**config.mk**
```make
export PLATFORM = sky130hd
export DESIGN_NAME = seven_segment_two_wire_refresh_top
export DESIGN_NICKNAME = d
export VERILOG_FILES = /design/src/rtl/core/ss2w_pkg.sv /design/src/rtl/core/seven_segment_two_wire_refresh_top.sv /design/src/rtl/core/ss2w_cfg.sv /design/src/rtl/core/ss2w_frame.sv
export SDC_FILE = /design/constraint.sdc
export NUM_CORES = 1
export LEC_CHECK = 0
export BUFFER_PORTS_ARGS = -buffer_cell sky130_fd_sc_hd__buf_2
export CAP_MARGIN = 20
export CORE_UTILIZATION = 30
export DETAILED_ROUTE_END_ITERATION = 10
export HOLD_SLACK_MARGIN = 0.08
export PLACE_DENSITY_LB_ADDON = 0.05
export SLEW_MARGIN = 20
export SYNTH_ARGS = -nofsm -noshare
export SYNTH_HDL_FRONTEND = slang
export SYNTH_HIERARCHICAL = 1
export SYNTH_SLANG_ARGS = --single-unit
```
**constraint.sdc**
```tcl
create_clock -name clk -period 3.3 [get_ports clk]
set_clock_uncertainty 0.05 [all_clocks]
set_input_delay 0.165 -clock clk [delete_from_list [all_inputs] [get_ports clk]]
set_output_delay 0.165 -clock clk [all_outputs]
set_load 0.005 [all_outputs]
```
**src/rtl/core/ss2w_pkg.sv**
```systemverilog
// Shared types, constants and the hex to seven-segment encoder for the
// two-wire display refresh block. No dependencies.
`timescale 1ns / 1ps

package ss2w_pkg;

  // Default number of display digits.
  localparam int DIGITS_DEF = 4;

  // Number of digit fields carried by one input word.
  localparam int IN_DIGITS = 4;

  // Command bytes of the three transactions.
  localparam logic [7:0] CMD_DATA = 8'h40;
  localparam logic [7:0] CMD_ADDR = 8'hC0;
  localparam logic [7:0] CMD_CTRL = 8'h80;

  // Frame geometry in half-bit periods.
  localparam int START_PERIODS = 2;
  localparam int STOP_PERIODS  = 3;
  localparam int BYTE_PERIODS  = 18;
  localparam int SHORT_TRANS   = START_PERIODS + BYTE_PERIODS + STOP_PERIODS;

  // Offsets inside one byte slot.
  localparam logic [4:0] BOFF_ACK_LO = 5'd16;
  localparam logic [4:0] BOFF_LAST   = 5'd17;
  localparam int         BOFF_W      = 5;

  // Configuration port layout.
  localparam int         CFG_ADDR_W  = 3;
  localparam logic [0:0] REG_BRIGHT  = 1'b0;
  localparam logic [0:0] REG_DISP_ON = 1'b1;

  // One result word.
  typedef struct packed {
    logic clk_line;
    logic dio_line;
    logic busy_res;
    logic ack_error;
    logic frame_done;
  } result_t;

  // Segments A..G in bits 0..6.
  function automatic logic [6:0] seg_encode(input logic [3:0] d);
    logic [6:0] s;
    case (d)
      4'h0: s = 7'h3F;
      4'h1: s = 7'h06;
      4'h2: s = 7'h5B;
      4'h3: s = 7'h4F;
      4'h4: s = 7'h66;
      4'h5: s = 7'h6D;
      4'h6: s = 7'h7D;
      4'h7: s = 7'h07;
      4'h8: s = 7'h7F;
      4'h9: s = 7'h6F;
      4'hA: s = 7'h77;
      4'hB: s = 7'h7C;
      4'hC: s = 7'h39;
      4'hD: s = 7'h5E;
      4'hE: s = 7'h79;
      default: s = 7'h71;
    endcase
    return s;
  endfunction

endpackage

```
**src/rtl/core/seven_segment_two_wire_refresh_top.sv**
```systemverilog
// Top level of the seven-segment two-wire refresh block: input register,
// frame sequencer, result register and configuration port.
// Depends on ss2w_pkg, ss2w_frame and ss2w_cfg.
`timescale 1ns / 1ps

// Channel   Dir  Port group    Payload
// input     in   in_t*         tuser = func, tdata = digits, dots, dio_in
// result    out  out_t*        tdata = line levels and flags, tlast = frame_done
// config    in   cfg_p*        APB-style, brightness at 0x0, display_on at 0x4
//
// One word is accepted per clock cycle while out_tready keeps draining the
// result register; its result passes the input register, then the result
// register, and is presented on out_t* from the result register.
// The whole per-word update is one pass through the frame sequencer logic.
// Reset is synchronous and active low; there is no clearing pass.
// While the result register holds an untaken word, a further word is still
// taken into the input register; in_tready drops only when both are full.

module seven_segment_two_wire_refresh_top
  import ss2w_pkg::*;
#(
  parameter int DIGITS = DIGITS_DEF
)
(
  input  logic                  clk,
  input  logic                  rst_n,
  // Input words.
  input  logic                  in_tvalid,
  output logic                  in_tready,
  // tdata: digit_0[3:0], digit_1[7:4], digit_2[11:8], digit_3[15:12],
  //        dots_mask[19:16], dio_in[20], zero fill[23:21]
  input  logic [23:0]           in_tdata,
  // tuser: func (0 = half-bit tick, 1 = refresh request)
  input  logic                  in_tuser,
  // Result words.
  output logic                  out_tvalid,
  input  logic                  out_tready,
  // tdata: clk_line[0], dio_line[1], busy_res[2], ack_error[3], zero fill[7:4]
  output logic [7:0]            out_tdata,
  // tlast: frame_done
  output logic                  out_tlast,
  // Configuration port.
  input  logic                  cfg_psel,
  input  logic                  cfg_penable,
  input  logic                  cfg_pwrite,
  input  logic [CFG_ADDR_W-1:0] cfg_paddr,
  input  logic [31:0]           cfg_pwdata,
  output logic [31:0]           cfg_prdata,
  output logic                  cfg_pready
);

  // Input register stage.
  logic        s1_valid_r;
  logic        s1_valid_nxt;
  logic [20:0] s1_data_r;
  logic        s1_func_r;
  logic        s1_go;
  logic        in_acc;

  // Result register stage.
  logic        out_valid_r;
  logic        out_valid_nxt;
  result_t     out_res_r;
  result_t     frame_res;

  logic [2:0]  brightness;
  logic        display_on;

  // The input stage moves whenever the result register is empty or drained
  // in the same cycle, so a word can enter every cycle.
  assign s1_go     = s1_valid_r && (!out_valid_r || out_tready);
  assign in_tready = !s1_valid_r || s1_go;
  assign in_acc    = in_tvalid && in_tready;

  always_comb begin
    s1_valid_nxt = s1_valid_r;
    if (in_acc) begin
      s1_valid_nxt = 1'b1;
    end else if (s1_go) begin
      s1_valid_nxt = 1'b0;
    end
    out_valid_nxt = out_valid_r;
    if (s1_go) begin
      out_valid_nxt = 1'b1;
    end else if (out_tready) begin
      out_valid_nxt = 1'b0;
    end
  end

  always_ff @(posedge clk) begin
    if (!rst_n) begin
      s1_valid_r  <= 1'b0;
      out_valid_r <= 1'b0;
    end else begin
      s1_valid_r  <= s1_valid_nxt;
      out_valid_r <= out_valid_nxt;
    end
  end

  // Payload registers carry no reset.
  always_ff @(posedge clk) begin
    if (in_acc) begin
      s1_data_r <= in_tdata[20:0];
      s1_func_r <= in_tuser;
    end
    if (s1_go) begin
      out_res_r <= frame_res;
    end
  end

  // The sequencer state advances exactly when a word leaves the input stage.
  ss2w_frame #(
    .DIGITS (DIGITS)
  ) u_frame (
    .clk        (clk),
    .rst_n      (rst_n),
    .step       (s1_go),
    .func       (s1_func_r),
    .digits     (s1_data_r[4*IN_DIGITS-1:0]),
    .dots_mask  (s1_data_r[4*IN_DIGITS +: IN_DIGITS]),
    .dio_in     (s1_data_r[20]),
    .brightness (brightness),
    .display_on (display_on),
    .res        (frame_res)
  );

  ss2w_cfg u_cfg (
    .clk         (clk),
    .rst_n       (rst_n),
    .cfg_psel    (cfg_psel),
    .cfg_penable (cfg_penable),
    .cfg_pwrite  (cfg_pwrite),
    .cfg_paddr   (cfg_paddr),
    .cfg_pwdata  (cfg_pwdata),
    .cfg_prdata  (cfg_prdata),
    .cfg_pready  (cfg_pready),
    .brightness  (brightness),
    .display_on  (display_on)
  );

  assign out_tvalid = out_valid_r;
  assign out_tdata  = {4'd0, out_res_r.ack_error, out_res_r.busy_res,
                       out_res_r.dio_line, out_res_r.clk_line};
  assign out_tlast  = out_res_r.frame_done;

endmodule

```
**src/rtl/core/ss2w_cfg.sv**
```systemverilog
// Configuration registers (brightness and display enable) behind an
// APB-style port. Depends on ss2w_pkg.
`timescale 1ns / 1ps

module ss2w_cfg
  import ss2w_pkg::*;
(
  input  logic                  clk,
  input  logic                  rst_n,
  input  logic                  cfg_psel,
  input  logic                  cfg_penable,
  input  logic                  cfg_pwrite,
  input  logic [CFG_ADDR_W-1:0] cfg_paddr,
  input  logic [31:0]           cfg_pwdata,
  output logic [31:0]           cfg_prdata,
  output logic                  cfg_pready,
  output logic [2:0]            brightness,
  output logic                  display_on
);

  logic       bright_r;
  logic [2:0] bright_lvl_r;
  logic [2:0] bright_lvl_nxt;
  logic       disp_on_r;
  logic       disp_on_nxt;
  logic       wr_en;
  logic [0:0] reg_idx;

  // Registers sit on 32-bit word boundaries; the index is the word number.
  assign reg_idx    = cfg_paddr[2:2];
  assign cfg_pready = 1'b1;
  assign wr_en      = cfg_psel & cfg_penable & cfg_pwrite & cfg_pready;

  always_comb begin
    bright_lvl_nxt = bright_lvl_r;
    disp_on_nxt    = disp_on_r;
    if (wr_en) begin
      unique case (reg_idx)
        REG_BRIGHT:  bright_lvl_nxt = cfg_pwdata[2:0];
        REG_DISP_ON: disp_on_nxt    = cfg_pwdata[0];
        default: ;
      endcase
    end
  end

  always_ff @(posedge clk) begin
    if (!rst_n) begin
      bright_lvl_r <= 3'd3;
      disp_on_r    <= 1'b1;
      bright_r     <= 1'b0;
    end else begin
      bright_lvl_r <= bright_lvl_nxt;
      disp_on_r    <= disp_on_nxt;
      bright_r     <= 1'b0;
    end
  end

  always_comb begin
    unique case (reg_idx)
      REG_BRIGHT:  cfg_prdata = {29'd0, bright_lvl_r};
      REG_DISP_ON: cfg_prdata = {31'd0, disp_on_r};
      default:     cfg_prdata = {31'd0, bright_r};
    endcase
  end

  assign brightness = bright_lvl_r;
  assign display_on = disp_on_r;

endmodule

```
**src/rtl/core/ss2w_frame.sv**
```systemverilog
// Frame sequencer: segment byte store, transaction/offset counters, the
// acknowledge error flag and the line level decoder. Depends on ss2w_pkg.
`timescale 1ns / 1ps

module ss2w_frame
  import ss2w_pkg::*;
#(
  parameter int DIGITS = DIGITS_DEF
)
(
  input  logic                   clk,
  input  logic                   rst_n,
  input  logic                   step,
  input  logic                   func,
  input  logic [4*IN_DIGITS-1:0] digits,
  input  logic [IN_DIGITS-1:0]   dots_mask,
  input  logic                   dio_in,
  input  logic [2:0]             brightness,
  input  logic                   display_on,
  output result_t                res
);

  localparam int LONG_TRANS = START_PERIODS + BYTE_PERIODS * (1 + DIGITS) + STOP_PERIODS;
  localparam int OFF_W      = $clog2(LONG_TRANS);
  localparam int K_W        = $clog2(DIGITS + 1);

  localparam logic [OFF_W-1:0] LEN_SHORT = OFF_W'(SHORT_TRANS);
  localparam logic [OFF_W-1:0] LEN_LONG  = OFF_W'(LONG_TRANS);
  localparam logic [OFF_W-1:0] OFF_START = OFF_W'(START_PERIODS);

  typedef enum logic [1:0] {
    TR_DATA,
    TR_ADDR,
    TR_CTRL
  } trans_t;

  trans_t           trans_r, trans_nxt;
  logic [OFF_W-1:0] off_r, off_nxt;
  logic [BOFF_W-1:0] boff_r, boff_nxt;
  logic [K_W-1:0]   k_r, k_nxt;
  logic             busy_r, busy_nxt;
  logic             err_r, err_nxt;
  logic [7:0]       seg_r   [DIGITS];
  logic [7:0]       seg_nxt [DIGITS];

  logic [OFF_W-1:0] len_cur, len_new;
  logic             ack_slot;
  logic [7:0]       cur_byte;
  logic             lv_clk, lv_dio;

  assign len_cur = (trans_r == TR_ADDR) ? LEN_LONG : LEN_SHORT;
  // Acknowledge sample slot: clock-low half of the ack bit inside a byte.
  assign ack_slot = busy_r && (off_r >= OFF_START) && (off_r < len_cur - OFF_W'(STOP_PERIODS))
                    && (boff_r == BOFF_ACK_LO);

  always_comb begin
    trans_nxt = trans_r;
    off_nxt   = off_r;
    boff_nxt  = boff_r;
    k_nxt     = k_r;
    busy_nxt  = busy_r;
    err_nxt   = err_r;
    for (int i = 0; i < DIGITS; i++) begin
      seg_nxt[i] = seg_r[i];
    end
    if (step) begin
      if (func) begin
        if (!busy_r) begin
          for (int i = 0; i < DIGITS; i++) begin
            if (i < IN_DIGITS) begin
              seg_nxt[i] = {dots_mask[i], seg_encode(digits[4*i +: 4])};
            end
          end
          err_nxt   = 1'b0;
          busy_nxt  = 1'b1;
          trans_nxt = TR_DATA;
          off_nxt   = '0;
          boff_nxt  = '0;
          k_nxt     = '0;
        end
      end else if (busy_r) begin
        if (ack_slot && dio_in) begin
          err_nxt = 1'b1;
        end
        if (off_r == len_cur - OFF_W'(1)) begin
          off_nxt = '0;
          unique case (trans_r)
            TR_DATA: trans_nxt = TR_ADDR;
            TR_ADDR: trans_nxt = TR_CTRL;
            default: begin
              trans_nxt = TR_DATA;
              busy_nxt  = 1'b0;
            end
          endcase
        end else begin
          off_nxt = off_r + OFF_W'(1);
          if (off_r == OFF_START - OFF_W'(1)) begin
            boff_nxt = '0;
            k_nxt    = '0;
          end else if (boff_r == BOFF_LAST) begin
            boff_nxt = '0;
            k_nxt    = k_r + K_W'(1);
          end else begin
            boff_nxt = boff_r + BOFF_W'(1);
          end
        end
      end
    end
  end

  // Byte sent in the coming period.
  always_comb begin
    cur_byte = CMD_ADDR;
    case (trans_nxt)
      TR_DATA: cur_byte = CMD_DATA;
      TR_CTRL: cur_byte = CMD_CTRL | {4'd0, display_on, brightness};
      default: begin
        for (int i = 0; i < DIGITS; i++) begin
          if (k_nxt == K_W'(i + 1)) begin
            cur_byte = seg_r[i];
          end
        end
      end
    endcase
  end

  // Line levels of the coming period.
  assign len_new = (trans_nxt == TR_ADDR) ? LEN_LONG : LEN_SHORT;

  always_comb begin
    lv_clk = 1'b1;
    lv_dio = 1'b1;
    if (off_nxt == '0) begin
      lv_clk = 1'b1;
      lv_dio = 1'b1;
    end else if (off_nxt == OFF_W'(1)) begin
      lv_clk = 1'b1;
      lv_dio = 1'b0;
    end else if (off_nxt == len_new - OFF_W'(STOP_PERIODS)) begin
      lv_clk = 1'b0;
      lv_dio = 1'b0;
    end else if (off_nxt == len_new - OFF_W'(2)) begin
      lv_clk = 1'b1;
      lv_dio = 1'b0;
    end else if (off_nxt == len_new - OFF_W'(1)) begin
      lv_clk = 1'b1;
      lv_dio = 1'b1;
    end else if (boff_nxt < BOFF_ACK_LO) begin
      lv_clk = boff_nxt[0];
      lv_dio = cur_byte[boff_nxt[3:1]];
    end else if (boff_nxt == BOFF_ACK_LO) begin
      lv_clk = 1'b0;
      lv_dio = 1'b1;
    end else begin
      lv_clk = 1'b1;
      lv_dio = 1'b1;
    end
  end

  always_comb begin
    res.ack_error = err_nxt;
    if (busy_nxt) begin
      res.clk_line   = lv_clk;
      res.dio_line   = lv_dio;
      res.busy_res   = 1'b1;
      res.frame_done = (trans_nxt == TR_CTRL) && (off_nxt == LEN_SHORT - OFF_W'(1));
    end else begin
      res.clk_line   = 1'b1;
      res.dio_line   = 1'b1;
      res.busy_res   = 1'b0;
      res.frame_done = 1'b0;
    end
  end

  always_ff @(posedge clk) begin
    if (!rst_n) begin
      trans_r <= TR_DATA;
      off_r   <= '0;
      boff_r  <= '0;
      k_r     <= '0;
      busy_r  <= 1'b0;
      err_r   <= 1'b0;
      for (int i = 0; i < DIGITS; i++) begin
        seg_r[i] <= 8'hFF;
      end
    end else begin
      trans_r <= trans_nxt;
      off_r   <= off_nxt;
      boff_r  <= boff_nxt;
      k_r     <= k_nxt;
      busy_r  <= busy_nxt;
      err_r   <= err_nxt;
      for (int i = 0; i < DIGITS; i++) begin
        seg_r[i] <= seg_nxt[i];
      end
    end
  end

endmodule

```
# --- Word level (Yosys, flattened, before mapping) ---
# Memories as Yosys holds them, arrays and structs flattened. A register that Yosys moved wholly into a read port is not among the register bits.
# Cells that the tools add are included.
word_totals:
  regBits: 52
  mem_bits_rw: 32
  mem_bits_ro: 448
  input_bits: 67
  out_inout_bits: 44
  elab_cells: 153
  mem_count: 5
memory_table:
  columns: ["memory", "words", "word_bits", "rd", "rd_ports_with_merged_regs", "wr", "line_no", "source"]
  rows:
  - ["(name not given)", 16, 7, 1, 1, 0, "ss2w_pkg.sv:46", "case (d)"]
  - ["(name not given)", 16, 7, 1, 1, 0, "ss2w_pkg.sv:46", null]
  - ["(name not given)", 16, 7, 1, 1, 0, "ss2w_pkg.sv:46", null]
  - ["(name not given)", 16, 7, 1, 1, 0, "ss2w_pkg.sv:46", null]
  - ["u_frame.seg_r", 4, 8, 4, 0, 4, "ss2w_frame.sv:43", "logic [7:0] seg_r [DIGITS];"]
classes:
  n_addsub: 8
  order_cmp: 4
  n_eq_ne: 17
  n_mux: 73
  bitwise: 8
  n_reduce_logical: 21
ops:
  columns: ["op", "n"]
  rows:
  - ["$mux W32", 3]
  - ["$mux W8", 8]
  - ["$pmux W32 S2", 1]
  - ["$mux W7", 7]
  - ["$mux W5", 7]
  - ["$eq A7 B7 Y1", 4]
  - ["$mux W1", 28]
  - ["$mux W3", 7]
  - ["$sub A7 B2 Y7 const B", 3]
  - ["$mux W4", 4]
  - ["$pmux W8 S2", 1]
  - ["$eq A5 B5 Y1 const B", 3]
  - ["$eq A7 B1 Y1 const B", 2]
  - ["$sub A7 B1 Y7 const B", 2]
  - ["$mux W2", 5]
  - ["$add A7 B1 Y7 const B", 1]
  - ["$eq A7 B5 Y1 const B", 1]
  - ["$ge A7 B2 Y1 const B", 1]
  - ["$logic_and A1 B1 Y1", 7]
  - ["$logic_not A7 Y1", 1]
  - ["$lt A7 B7 Y1", 1]
  - ["$eq A3 B2 Y1 const B", 2]
  - ["$add A5 B1 Y5 const B", 1]
  - ["$lt A5 B5 Y1 const B", 1]
  - ["other kinds (18)", 30]

# --- Depth between registers and ports, before layout ---
logic_depth:
  depth_word: 21
  depth_mapped: 13
  mapped_depth_nobuf: 11

# --- Modules after synthesis ---
# The synthesis kept the hierarchy.
modules_own_cells:
  columns: ["module", "instances", "cells_each", "area_per_inst_um2", "seq_area_each_um2"]
  rows:
  - ["ss2w_frame", 1, 525, 4082.7, 1021.0]
  - ["seven_segment_two_wire_refresh_top", 1, 41, 948.4, 850.8]
  - ["ss2w_cfg", 1, 53, 441.7, 80.1]

# --- Least setup slack after synthesis ---
# No wires, ideal clock.
synth_path:
  path_kind: "reg2reg"
  from: "reg out_valid_r (netlist: out_tvalid)"
  to: "reg out_res_r, in the netlist out_tdata[1] (data pin)"
  setup_ps: 152
  t_arrival_ps: 3214
  t_required_ps: 3098
  path_slack_ps: -115
  stages_incl_launch_ff: 14
  path_buffers: 2
  period_less_slack_ps: 3415
  cell_sequence: "dfxtp_1 -> nor2b_4 -> nor2b_1 -> and3b_1 -> buf_2 -> o21ai_4 -> or3_1 -> and2_1 -> clkbuf_1 -> or3_4 -> o221ai_1 -> a21oi_1 -> or4_1 -> a31oi_1"
synth_between:
  elab_chain_cells: 17
  word_cells_on_any_way: 39
  classes_between: "add/sub (3); order compare (1); eq/ne (10); mux (18); bitwise (1); reduce/logical (6)"
synth_lines:
  columns: ["element", "line_no", "source"]
  rows:
  - ["start, declared", "seven_segment_two_wire_refresh_top.sv:61", "logic out_valid_r;"]
  - ["start signal, assigned", "seven_segment_two_wire_refresh_top.sv:96", "out_valid_r <= out_valid_nxt;"]
  - ["$logic_not A1 Y1 *", "seven_segment_two_wire_refresh_top.sv:71", "assign s1_go = s1_valid_r && (!out_valid_r || out_tready);"]
  - ["$logic_or A1 B1 Y1 *", "seven_segment_two_wire_refresh_top.sv:71", null]
  - ["$logic_and A1 B1 Y1 *", "seven_segment_two_wire_refresh_top.sv:71", null]
  - ["$mux W3", "ss2w_frame.sv:66", "if (step) begin"]
  - ["$eq A3 B1 Y1", "ss2w_frame.sv:119", "if (k_nxt == K_W'(i + 1)) begin"]
  - ["$mux W8 (4 in a row)", "ss2w_frame.sv:119", null]
  - ["$pmux W8 S2", "ss2w_frame.sv:114", "case (trans_nxt)"]
  - ["$bmux W1 S3", "ss2w_frame.sv:150", "lv_dio = cur_byte[boff_nxt[3:1]];"]
  - ["$mux W1 (not written as such)", "ss2w_frame.sv:150", null]
  - ["$mux W1", "ss2w_frame.sv:148", "end else if (boff_nxt < BOFF_ACK_LO) begin"]
  - ["$mux W1", "ss2w_frame.sv:145", "end else if (off_nxt == len_new - OFF_W'(1)) begin"]
  - ["$mux W1", "ss2w_frame.sv:142", "end else if (off_nxt == len_new - OFF_W'(2)) begin"]
  - ["$mux W1", "ss2w_frame.sv:139", "end else if (off_nxt == len_new - OFF_W'(STOP_PERIODS)) begin"]
  - ["$mux W1", "ss2w_frame.sv:136", "end else if (off_nxt == OFF_W'(1)) begin"]
  - ["end signal, assigned", "seven_segment_two_wire_refresh_top.sv:107", "out_res_r <= frame_res;"]
  - ["end, declared", "seven_segment_two_wire_refresh_top.sv:63", "result_t out_res_r;"]
# Every way passes the cells marked *; elsewhere a longest branch is shown, timed or not. The select of a mux whose other input is x is not followed.
# A chain may end at the register's enable or synchronous reset.

# --- Worst setup path after layout ---
layout_path:
  from: "reg u_frame.trans_r[1]"
  to: "reg out_res_r, in the netlist out_tdata[1] (data pin)"
layout_between:
  elab_chain_cells: 21
  word_cells_on_any_way: 60
  classes_between: "add/sub (4); order compare (1); eq/ne (12); mux (37); bitwise (1); reduce/logical (5)"
layout_lines:
  columns: ["element", "line_no", "source"]
  rows:
  - ["start, declared", "ss2w_frame.sv:37", "trans_t trans_r, trans_nxt;"]
  - ["start signal, assigned", "ss2w_frame.sv:187", "trans_r <= trans_nxt;"]
  - ["$eq A2 B1 Y1", "ss2w_frame.sv:51, ss2w_frame.sv:87", null]
  - ["$mux W7", "ss2w_frame.sv:51", "assign len_cur = (trans_r == TR_ADDR) ? LEN_LONG : LEN_SHORT;"]
  - ["$sub A7 B1 Y7", "ss2w_frame.sv:85", "if (off_r == len_cur - OFF_W'(1)) begin"]
  - ["$eq A7 B7 Y1", "ss2w_frame.sv:85", null]
  - ["$mux W3", "ss2w_frame.sv:85", null]
  - ["$mux W3", "ss2w_frame.sv:81", "end else if (busy_r) begin"]
  - ["$mux W3", "ss2w_frame.sv:67", "if (func) begin"]
  - ["$mux W3", "ss2w_frame.sv:66", null]
  - ["[5 not listed]", null, null]
  - ["$pmux W8 S2", "ss2w_frame.sv:114", null]
  - ["$bmux W1 S3", "ss2w_frame.sv:150", null]
  - ["$mux W1 (not written as such)", "ss2w_frame.sv:150", null]
  - ["$mux W1", "ss2w_frame.sv:148", null]
  - ["$mux W1", "ss2w_frame.sv:145", null]
  - ["$mux W1", "ss2w_frame.sv:142", null]
  - ["$mux W1", "ss2w_frame.sv:139", null]
  - ["$mux W1", "ss2w_frame.sv:136", null]
# Several ways; a longest one is shown, not always the timed one. The select of a mux whose other input is x is not followed.

==> out/summary.txt <==
Clock Latency Late Sink - 0.34 ns
Fin crit share - 0.978
Crit path kind - register to register
First-pass GRT wire length - 23.3 mm
# DRC - 0
Avg Synthesized Cell Area - 8.84 sq um
Placement Cell Area - 0.00602 sq mm
Total power per unit cell area - 359 mW/mm^2
Remaining global-route overflow - 0
Post-route ant nets - 0
Pre-antenna DRT Iters - 5
Die ar. - 0.0188 sq mm
IO Pins - 111
Commonest non-fill, non-tap cell in the layout - nand2_1
H-tree depth - 3
Antenna violations before repair - 0
Type of origin of the critical path - register
Ant diodes - 0
Min Hold Slack - 0.111 ns
Commonest register cell after synthesis - dfxtp_1
Initial Util - 0.306
Run status - finished, final reports clean
Area Overhead vs Synth - 22.3%
Die W - 137 um
Cells after synthesis - 619
Setup violators final - 0
Final instance area - 0.00669 sq mm
Synthesis-stage register bit count - 84
Number of global-route vias before repair - 4510
Core Rows - 49
Root Driver - clkbuf_16
Post-DR vias/cell - 4.94
Most frequent cells in the layout - nand2_1 (69), dfxtp_1 (57), buf_4 (43)
DR vias - 4648
CORE AREA - 0.0179 sq mm
Postcts setup bufs - 0
Crit path max fanout - 5
Port Buffers - 42
Total chip power - 2.41 mW
Worst Slack Setup Final - 0.0731 ns
Placed Instances - 897
Worst EP required - 3.45 ns
Total CTS buffers - 9
Die height - 137 um
Max Buffers Root-to-Sink - 2
Multi-input gate area - 0.00324 sq mm
Fin. Hold Viols - 0
Detailed Route WL - 14.3 mm
Final std cells w/o fill - 940
Reg2reg path depth - 11
Async set-reset flop share out of synthesis - 0
Worst setup EP type - register
Pins Over Slew Limit - 0
DR WL/cell - 15.3 um
Unrepaired setup endpoints after global routing - true
Worst-margin pin slew - 0.827 ns
WP data arrival - 3.37 ns
Fin crit period - 3.23 ns
Post-Syn Area - 0.00547 sq mm
Max-cap viol count - 0
Post-layout util - 0.374
Post-DP HPWL - 10.7 mm
Largest net degree at the start of global routing - 49
Hold path cells - 3
Worst vdd ir - 0.222 mV
Pre-CTS WS - 0.0216 ns
GPL Wtd Cong - 0.846
Sum Neg Setup Slack - 0 ns
Sequential cell area - 0.00195 sq mm
Leakage power - 2.81 nW
Gr usage total - 0.162
Clock-pin slew on the worst setup and hold paths - 0.06 ns
Max Clk Rate - 0.310 GHz
Clock Sinks - 84
Filler cells - 1865
Post-synth EDFFs - 27
Slew HR - 0.444
Fin nets - 810
Layout cells sized above 1 - 0.201
Hold Crit Class - primary input to register
Post-synthesis sequential area ratio - 0.357
Drt initial violations - 267
Synth Warn # - 6
Post-synth cell types - 72
TritonCTS clock tree - yes
-- layer usage --
metal	track usage	share of wire	vias up
li1	-	-	2329
met1	0.196	0.45	2205
met2	0.286	0.50	95
met3	0.0300	0.028	19
met4	0.0549	0.019	0
met5	0	0	-
-- state kept, by name, summed over array words and instances (netlist names) --
signal,count
u_frame/busy_r,1
out_tlast,1
out_tvalid,1
u_frame/k_r,3
u_frame/trans_r,2
s1_data_r,21
u_frame/boff_r,5
u_cfg/display_on,1
u_frame/seg_r,32
u_frame/err_r,1
s1_valid_r,1
u_frame/off_r,7
out_tdata,4
u_cfg/brightness,3
s1_func_r,1
-- synthesized netlist by cell type (7+ instances only) --
library cell | instances | area (sq um)
a211oi_1 | 11 | 82.6
a21oi_1 | 33 | 165
a221oi_1 | 8 | 70.1
a22oi_1 | 7 | 52.6
a31oi_1 | 9 | 56.3
and2_1 | 18 | 113
and3_1 | 10 | 62.6
buf_4 | 36 | 270
clkbuf_1 | 19 | 71.3
dfxtp_1 | 57 | 1140
edfxtp_1 | 27 | 811
ha_1 | 37 | 463
inv_1 | 26 | 97.6
mux2i_1 | 14 | 140
nand2_1 | 71 | 267
nand2b_1 | 12 | 75.1
nand3_1 | 16 | 80.1
nor2_1 | 34 | 128
nor2b_1 | 24 | 150
nor3_1 | 12 | 60.1
o211ai_1 | 15 | 113
o21ai_0 | 23 | 115
-- power breakdown --
part / switching (mW) / total (mW) / internal, mW
logic: 0.143 / 0.264 / 0.121
registers: 0.0392 / 1.15 / 1.11
clock network: 0.427 / 0.992 / 0.565
-- timing repair --
item	CTS	global route
setup endpoints to repair	1	2
pin swaps	1	4
gates resized for setup	2	17
endpoints found under the hold margin	27	0
hold buffers	27	0
-- cell families after synthesis --
family	after synthesis	share of synthesized area
DFF	84	0.357
other	3	0.00206
AOI/OAI and AO/OA	150	0.190
adders and majority gates	37	0.0846
buffers and inverters	94	0.0930
and+or+nand+nor	228	0.222
muxes	22	0.0503
xor gates and xnor gates	1	0.00160
-- worst max-delay path, stage by stage, from the launching register on --
cell,delay [ns]
dfxtp_1,0.31
nand2b_2,0.22
ha_1,0.32
nand2_2,0.12
o211ai_1,0.15
a31o_2,0.29
or2_4,0.25
or3_4,0.42
o221ai_2,0.16
a21oi_1,0.06
or4_4,0.55
a31oi_2,0.17
-- cell type report --
type / count / area share
Multi-Input combinational cell: 472 / 0.485
Clock buffer: 11 / 0.0385
Tap cell: 229 / 0.0428
Clock inverter: 5 / 0.00486
Inverter: 26 / 0.0146
Timing Repair Buffer: 113 / 0.123
Sequential cell: 84 / 0.292
-- path summary, 6_finish.rpt --
kind,from,end,slack (ns)
max,u_frame/trans_r[1],out_tdata[1],0.07
min,out_tready,s1_valid_r,0.11
max reg2reg,u_frame/trans_r[1],out_tdata[1],0.07
min reg2reg,s1_data_r[17],u_frame/seg_r[1][7],0.41
Power figures use the tool's default switching activity.
